`src/rtl/fcs_pkg.sv`:
```
// ----------------------------------------------------------------------------
// fcs_pkg
// Shared types and command codes for the flash command sequencer.
// ----------------------------------------------------------------------------
package fcs_pkg;

  // Bus unlock addresses and data
  localparam logic [15:0] ADDR_UNLOCK1 = 16'h5555;
  localparam logic [15:0] ADDR_UNLOCK2 = 16'h2AAA;
  localparam logic [7:0]  DATA_UNLOCK1 = 8'hAA;
  localparam logic [7:0]  DATA_UNLOCK2 = 8'h55;

  // Command bytes
  localparam logic [7:0] CMD_AUTOSEL = 8'h90;
  localparam logic [7:0] CMD_ERASE   = 8'h80;
  localparam logic [7:0] CMD_RESET   = 8'hF0;
  localparam logic [7:0] CMD_PROGRAM = 8'hA0;
  localparam logic [7:0] CMD_BANK    = 8'hB0;
  localparam logic [7:0] CMD_SECTOR  = 8'h30;
  localparam logic [7:0] CMD_CHIP    = 8'h10;

  // Autoselect IDs
  localparam logic [7:0] MAN_ID_SMALL = 8'h32;
  localparam logic [7:0] DEV_ID_SMALL = 8'h1B;
  localparam logic [7:0] MAN_ID_LARGE = 8'h62;
  localparam logic [7:0] DEV_ID_LARGE = 8'h13;

  localparam logic [7:0] ERASED_BYTE = 8'hFF;

  typedef enum logic [1:0] {
    SW_INIT,
    SW_SECTOR,
    SW_CHIP
  } sweep_kind_t;

  // Controller to datapath
  typedef struct packed {
    logic        rd_en;        // array read at the accepted address
    logic        wr_en;        // byte program at the accepted address
    logic        sweep_start;  // launch a fill sweep
    sweep_kind_t sweep_kind;
    logic        bank;         // current bank select
    logic        out_load;     // load the result register
    logic        out_from_mem; // take the result from the array read word
    logic [7:0]  out_byte;
  } dp_cmd_t;

  // Datapath to controller
  typedef struct packed {
    logic sweep_last;          // last fill write happens this cycle
  } dp_status_t;

endpackage

```
`src/rtl/fcs_ctrl.sv`:
```
// ----------------------------------------------------------------------------
// fcs_ctrl
// Command sequencer, read mode, bank select and handshake control.
// ----------------------------------------------------------------------------
module fcs_ctrl (
  input  logic                 clk,
  input  logic                 rst_n,
  input  logic                 start,
  input  logic                 in_command,
  input  logic [15:0]          in_address,
  input  logic [7:0]           in_write_data,
  input  logic                 large_size,
  input  fcs_pkg::dp_status_t  status,
  output fcs_pkg::dp_cmd_t     cmd,
  output logic                 busy,
  output logic                 out_valid
);
  import fcs_pkg::*;

  typedef enum logic [1:0] {
    PH_INIT,
    PH_IDLE,
    PH_RDWAIT,
    PH_SWEEP
  } phase_t;

  typedef enum logic [3:0] {
    SQ_IDLE    = 4'd0,
    SQ_UNLK1   = 4'd1,
    SQ_UNLK2   = 4'd2,
    SQ_AUTOSEL = 4'd3,
    SQ_ERS1    = 4'd4,
    SQ_ERS2    = 4'd5,
    SQ_ERSCMD  = 4'd6,
    SQ_PROG    = 4'd8,
    SQ_BANK    = 4'd9
  } seq_t;

  typedef enum logic [1:0] {
    RM_ARRAY   = 2'd0,
    RM_AUTOSEL = 2'd1,
    RM_ERASED  = 2'd2
  } rmode_t;

  phase_t phase_r, phase_nxt;
  seq_t   seq_r, seq_nxt;
  rmode_t rmode_r, rmode_nxt;
  logic   bank_r, bank_nxt;
  logic   busy_r, valid_r, valid_nxt;
  logic   accept;
  logic   is_unlock1, is_unlock2;

  assign accept     = start && !busy_r;
  assign is_unlock1 = (in_address == ADDR_UNLOCK1) && (in_write_data == DATA_UNLOCK1);
  assign is_unlock2 = (in_address == ADDR_UNLOCK2) && (in_write_data == DATA_UNLOCK2);

  always_comb begin
    phase_nxt = phase_r;
    seq_nxt   = seq_r;
    rmode_nxt = rmode_r;
    bank_nxt  = bank_r;
    valid_nxt = 1'b0;
    cmd       = '0;
    cmd.sweep_kind = SW_INIT;
    cmd.bank  = bank_r;

    case (phase_r)
      PH_INIT: begin
        cmd.sweep_start = 1'b1;
        cmd.sweep_kind  = SW_INIT;
        phase_nxt       = PH_SWEEP;
      end
      PH_RDWAIT: begin
        valid_nxt        = 1'b1;
        cmd.out_load     = 1'b1;
        cmd.out_from_mem = 1'b1;
        phase_nxt        = PH_IDLE;
      end
      PH_SWEEP: begin
        if (status.sweep_last) phase_nxt = PH_IDLE;
      end
      PH_IDLE: begin
        if (accept && !in_command) begin
          // bus read
          case (rmode_r)
            RM_ARRAY: begin
              cmd.rd_en = 1'b1;
              phase_nxt = PH_RDWAIT;
            end
            RM_AUTOSEL: begin
              valid_nxt    = 1'b1;
              cmd.out_load = 1'b1;
              if (in_address[7:0] == 8'd0)
                cmd.out_byte = large_size ? MAN_ID_LARGE : MAN_ID_SMALL;
              else if (in_address[7:0] == 8'd1)
                cmd.out_byte = large_size ? DEV_ID_LARGE : DEV_ID_SMALL;
              else
                cmd.out_byte = 8'd0;
            end
            RM_ERASED: begin
              valid_nxt    = 1'b1;
              cmd.out_load = 1'b1;
              cmd.out_byte = ERASED_BYTE;
              seq_nxt      = SQ_IDLE;
              rmode_nxt    = RM_ARRAY;
            end
            default: begin
              valid_nxt    = 1'b1;
              cmd.out_load = 1'b1;
            end
          endcase
        end else if (accept) begin
          // bus write: result is always zero
          valid_nxt    = 1'b1;
          cmd.out_load = 1'b1;
          case (seq_r)
            SQ_IDLE: begin
              if (is_unlock1) seq_nxt = SQ_UNLK1;
            end
            SQ_UNLK1: begin
              seq_nxt = is_unlock2 ? SQ_UNLK2 : SQ_IDLE;
            end
            SQ_UNLK2: begin
              if (in_address != ADDR_UNLOCK1) begin
                seq_nxt = SQ_IDLE; rmode_nxt = RM_ARRAY;
              end else if (in_write_data == CMD_AUTOSEL) begin
                seq_nxt = SQ_AUTOSEL; rmode_nxt = RM_AUTOSEL;
              end else if (in_write_data == CMD_ERASE) begin
                seq_nxt = SQ_ERS1;
              end else if (in_write_data == CMD_PROGRAM) begin
                seq_nxt = SQ_PROG;
              end else if (in_write_data == CMD_BANK && large_size) begin
                seq_nxt = SQ_BANK;
              end else begin
                seq_nxt = SQ_IDLE; rmode_nxt = RM_ARRAY;
              end
            end
            SQ_ERS1: begin
              if (is_unlock1) seq_nxt = SQ_ERS2;
              else begin
                seq_nxt = SQ_IDLE; rmode_nxt = RM_ARRAY;
              end
            end
            SQ_ERS2: begin
              if (is_unlock2) seq_nxt = SQ_ERSCMD;
              else begin
                seq_nxt = SQ_IDLE; rmode_nxt = RM_ARRAY;
              end
            end
            SQ_ERSCMD: begin
              // stay here after an erase; the next read clears the sequencer
              if (in_write_data == CMD_SECTOR) begin
                cmd.sweep_start = 1'b1;
                cmd.sweep_kind  = SW_SECTOR;
                rmode_nxt       = RM_ERASED;
                phase_nxt       = PH_SWEEP;
              end else if (in_write_data == CMD_CHIP) begin
                cmd.sweep_start = 1'b1;
                cmd.sweep_kind  = SW_CHIP;
                rmode_nxt       = RM_ERASED;
                phase_nxt       = PH_SWEEP;
              end else begin
                seq_nxt = SQ_IDLE; rmode_nxt = RM_ARRAY;
              end
            end
            SQ_AUTOSEL: begin
              if (in_write_data == CMD_RESET) begin
                seq_nxt = SQ_IDLE; rmode_nxt = RM_ARRAY;
              end else if (is_unlock1) begin
                seq_nxt = SQ_UNLK1;
              end else begin
                seq_nxt = SQ_IDLE; rmode_nxt = RM_ARRAY;
              end
            end
            SQ_PROG: begin
              cmd.wr_en = 1'b1;
              seq_nxt   = SQ_IDLE;
              rmode_nxt = RM_ARRAY;
            end
            SQ_BANK: begin
              if (in_address == 16'd0) bank_nxt = in_write_data[0];
              seq_nxt   = SQ_IDLE;
              rmode_nxt = RM_ARRAY;
            end
            default: begin
            end
          endcase
        end
      end
      default: phase_nxt = PH_IDLE;
    endcase
  end

  always_ff @(posedge clk) begin
    if (!rst_n) begin
      phase_r <= PH_INIT;
      seq_r   <= SQ_IDLE;
      rmode_r <= RM_ARRAY;
      bank_r  <= 1'b0;
      busy_r  <= 1'b1;
      valid_r <= 1'b0;
    end else begin
      phase_r <= phase_nxt;
      seq_r   <= seq_nxt;
      rmode_r <= rmode_nxt;
      bank_r  <= bank_nxt;
      busy_r  <= (phase_nxt != PH_IDLE);
      valid_r <= valid_nxt;
    end
  end

  assign busy      = busy_r;
  assign out_valid = valid_r;

endmodule

```
`config.mk`:
```
export PLATFORM = sky130hd
export DESIGN_NAME = fcs_ctrl
export DESIGN_NICKNAME = d
export VERILOG_FILES = /design/src/rtl/fcs_pkg.sv /design/src/rtl/fcs_ctrl.sv
export SDC_FILE = /design/constraint.sdc
export NUM_CORES = 1
export LEC_CHECK = 0
export BUFFER_PORTS_ARGS = -buffer_cell sky130_fd_sc_hd__buf_4
export CORE_MARGIN = 10
export CORE_UTILIZATION = 40
export DETAILED_ROUTE_END_ITERATION = 6
export PLACE_DENSITY = 0.68
export SLEW_MARGIN = 20
export SYNTH_ARGS = -nofsm -noshare
export SYNTH_HDL_FRONTEND = slang
export SYNTH_SLANG_ARGS = --single-unit
```
`constraint.sdc`:
```
create_clock -name clk -period 4.31 [get_ports clk]
set_clock_uncertainty 0.2 [all_clocks]
set_input_delay 0.2155 -clock clk [delete_from_list [all_inputs] [get_ports clk]]
set_output_delay 0.2155 -clock clk [all_outputs]
set_load 0.1 [all_outputs]
```
==> impl_results.md <==
- Result of the run: finished clean
- Number of distinct library cell variants in the gate-level netlist after synthesis: 51
- Critical Path Fanout Max: 12
- Initial antenna violation count: 0
- Actual slew at the worst max-slew pin: 527.6 ps
- Mean instance size in the synthesized netlist: 7.600 um2
- PD cells: 216.2 nW/um2
- Detailed placement HPWL: 3203 um
- Clock slew at the register clock pins of the worst setup and hold paths: 70 ps
- Achievable clock frequency: 416.8 MHz
- Filler-free cell count of the finished design: 238
- Max Transition Viols Final: 0
- GPL Wtd Cong: 0.8670
- Number of instances in the synthesized netlist: 162
- Quantity of I/O buffers inserted on ports: 47
- Max_cap viols: 0
- Total negative slack for setup checks: 0 ps
- Share of the cycle needed by the critical path after routing: 55.67%
- Startpoint types: flip-flop
- Net Count, Synth: 199
- CTS max path bufs: 2
- Class of the most critical setup path: reg2out
- Layout cells sized above 1: 27.80%
- Leakage power: 0.0007020 uW
- Instance count after placement with tap cells included: 234
- X dimension of the die: 75.48 um
- Final Hold Violating Endpoints: 0
- Total standard cell area after synthesis: 1231 um2
- Number of nets with antenna violations after detailed routing: 0
- CP Cell Sequence: nand2_1, nor3_1, nand4_1, nor3_1, buf_4
- Sinks on the clock net: 11
- Gate family responsible for the most delay along the worst path: simple AND/OR/NAND/NOR gates
- Worst hold path class: in2reg
- Top_reg_cell synth: sky130_fd_sc_hd__dfxtp_1
- Vias per inst: 5.731
- Die Area: 5697 um2
- Crit path arrival time: 1980 ps
- Number of inserted filler cells in the final layout: 298
- Root buffer cell: sky130_fd_sc_hd__clkbuf_4
- TritonCTS clock tree: built
- # rows: 20
- RSZ-0062 raised after global routing: false
- Number of global-route vias before repair: 1358
- Final net count: 243
- Overall routing resource usage: 13.96%
- Vertical die dimension: 75.48 um
- CTS Hold Buffers Added: 0
- Wire length reported by the detailed router: 3793 um
- Count of unresolved DRC violations after routing: 0
- Count of synthesis-stage warnings from yosys: 0
- Count of flip-flops with a built-in enable after synthesis: 0
- Master of the slowest instance on the critical path: sky130_fd_sc_hd__dfxtp_1
- Starting DRT DRC Count: 112
- Via count: 1364
- Cell with the most instances on the worst path: sky130_fd_sc_hd__nor3_1
- Total congestion overflow after global routing: 0
- Initial Util: 41.00%
- Total buffers and inverters traversed by the critical path: 1
- N_diodes: 0
- Share of synthesized flip-flops with an asynchronous set or reset: 0%
- Final critical path time including I/O delays and setup: 2399 ps
- Pin count of the biggest net entering global routing: 13
- Relative max-transition margin: 64.50%
- Io pins: 48
- Worst stage delay on the critical path: 550 ps
- Critical Path End Type: output pin
- Area growth, synth to finish: 29.78%
- Sequential fraction of the synthesis area: 17.89%
- Core footprint: 3003 um2
- Clk_lat worst skew: 270 ps
- Count of state elements after synthesis: 11
- Total power: 345.5 uW
- Final-report setup violation count: 0
- Detail-routed net length per standard cell: 15.94 um
- WP data required: 3890 ps
- Worst slack after detailed placement: 1944 ps
- Fin Hold WS: 25.74 ps
- DRT Pass-1 Iters: 4
- Setup WS post-layout: 1911 ps
- Number of post-CTS setup repair buffers: 0
- Clock buffer count from CTS: 3
- Peak supply drop: 0.1389 mV
- H-tree depth: 1
- Total of cells resized after clock tree synthesis: 0
- First-pass GRT wire length: 6354 um
-- report_power, final --
part           total [uW]  internal (uW)  switching (uW)  leakage [uW]
clock                74.0           35.9            38.1     0.0000150
combinational         157           49.9             107      0.000598
sequential            115            108            6.78     0.0000895
total                 345            194             152      0.000702
-- cells in the mapped netlist, types with 3 or more instances --
master                     n  area, um2
sky130_fd_sc_hd__ha_1      7      87.58
sky130_fd_sc_hd__nor4_1    3      18.77
sky130_fd_sc_hd__nand4_1   6      37.54
sky130_fd_sc_hd__buf_4     3      22.52
sky130_fd_sc_hd__nand2_1  12      45.04
sky130_fd_sc_hd__nor2_1   18      67.56
sky130_fd_sc_hd__buf_2     4      20.02
sky130_fd_sc_hd__o21a_1    5      37.54
sky130_fd_sc_hd__nor4b_1   3      26.28
sky130_fd_sc_hd__a21oi_1   8      40.04
sky130_fd_sc_hd__o21ai_0   5      25.02
sky130_fd_sc_hd__nand3_1   6      30.03
sky130_fd_sc_hd__and2_1    3      18.77
sky130_fd_sc_hd__and4_1    3      26.28
sky130_fd_sc_hd__inv_1    12      45.04
sky130_fd_sc_hd__dfxtp_1  11      220.2
sky130_fd_sc_hd__nor3_1    6      30.03
sky130_fd_sc_hd__mux2i_1   6      60.06
-- cells by family (layout without fill, tap and decap cells) --
logic type                 Yosys count  after routing  synth area share [%]
muxes                                6              6                 4.878
AOI/OAI and AO/OA                   35             35                 20.63
buffers and inverters               20             63                 8.028
DFF                                 11             11                 17.89
xor gates and xnor gates             1              1                0.7115
and+or+nand+nor                     82             82                 40.75
adders and majority gates            7              7                 7.113
-- flip-flops by register name, indices dropped and copies added (netlist names) --
signal / flops
seq_r: 4
phase_r: 2
rmode_r: 2
bank_r: 1
busy: 1
out_valid: 1
-- worst paths after layout --
path              cells after the start                  start  slack (ps)                      end
hold / removal                        2                  rst_n          30     out_valid$_SDFF_PN0_
setup reg to reg                      8  phase_r[1]$_SDFF_PN0_        1940  rmode_r[0]$_SDFFE_PN0P_
setup / recovery                      5  seq_r[2]$_SDFFE_PN0P_        1910                  cmd[11]
hold reg to reg                       2    bank_r$_SDFFE_PN0P_         320      bank_r$_SDFFE_PN0P_
-- placed cells by master (no fill, tap or decap), types with 5 or more instances in the layout --
cell type	instances
sky130_fd_sc_hd__a21oi_1	8
sky130_fd_sc_hd__nand4_1	6
sky130_fd_sc_hd__o21a_1	5
sky130_fd_sc_hd__nand3_1	6
sky130_fd_sc_hd__nor2_1	18
sky130_fd_sc_hd__ha_1	7
sky130_fd_sc_hd__nand2_1	12
sky130_fd_sc_hd__mux2i_1	6
sky130_fd_sc_hd__inv_1	12
sky130_fd_sc_hd__dfxtp_1	11
sky130_fd_sc_hd__o21ai_0	5
sky130_fd_sc_hd__nor3_1	6
sky130_fd_sc_hd__buf_4	47
-- final cells by class --
class | instances | area (um2) | area share (%)
multi-input combinational | 131 | 912.1 | 57.09
timing repair buffer | 47 | 352.8 | 22.08
sequential | 11 | 220.2 | 13.78
inverter | 12 | 45.04 | 2.819
tap | 33 | 41.29 | 2.584
clock buffer | 4 | 26.28 | 1.644
-- routing by layer --
layer | part of all wire (%) | vias up | GRT usage (%)
met2 | 52 | 35 | 24.55
met5 | 0 | - | 0
met1 | 41 | 634 | 17.02
met3 | 6.6 | 4 | 3.125
met4 | 0.63 | 0 | 2.474
li1 | - | 691 | -
-- worst reg2reg max path: cells and delay by family (launching register included) --
family / cells / cell delay [ps]
AOI/OAI and AO/OA: 4 / 730
DFF: 1 / 360
and+or+nand+nor: 2 / 680
buffers and inverters: 1 / 100
adders and majority gates: 1 / 250
-- through the flow --
step,instance area [um2],utilization [%]
after global routing,1598,53.21
after CTS,1598,53.21
final,1598,53.21
after floorplan,1231,-
after global placement,1572,52.33
after detailed placement,1572,52.33
Power figures use the tool's default switching activity.
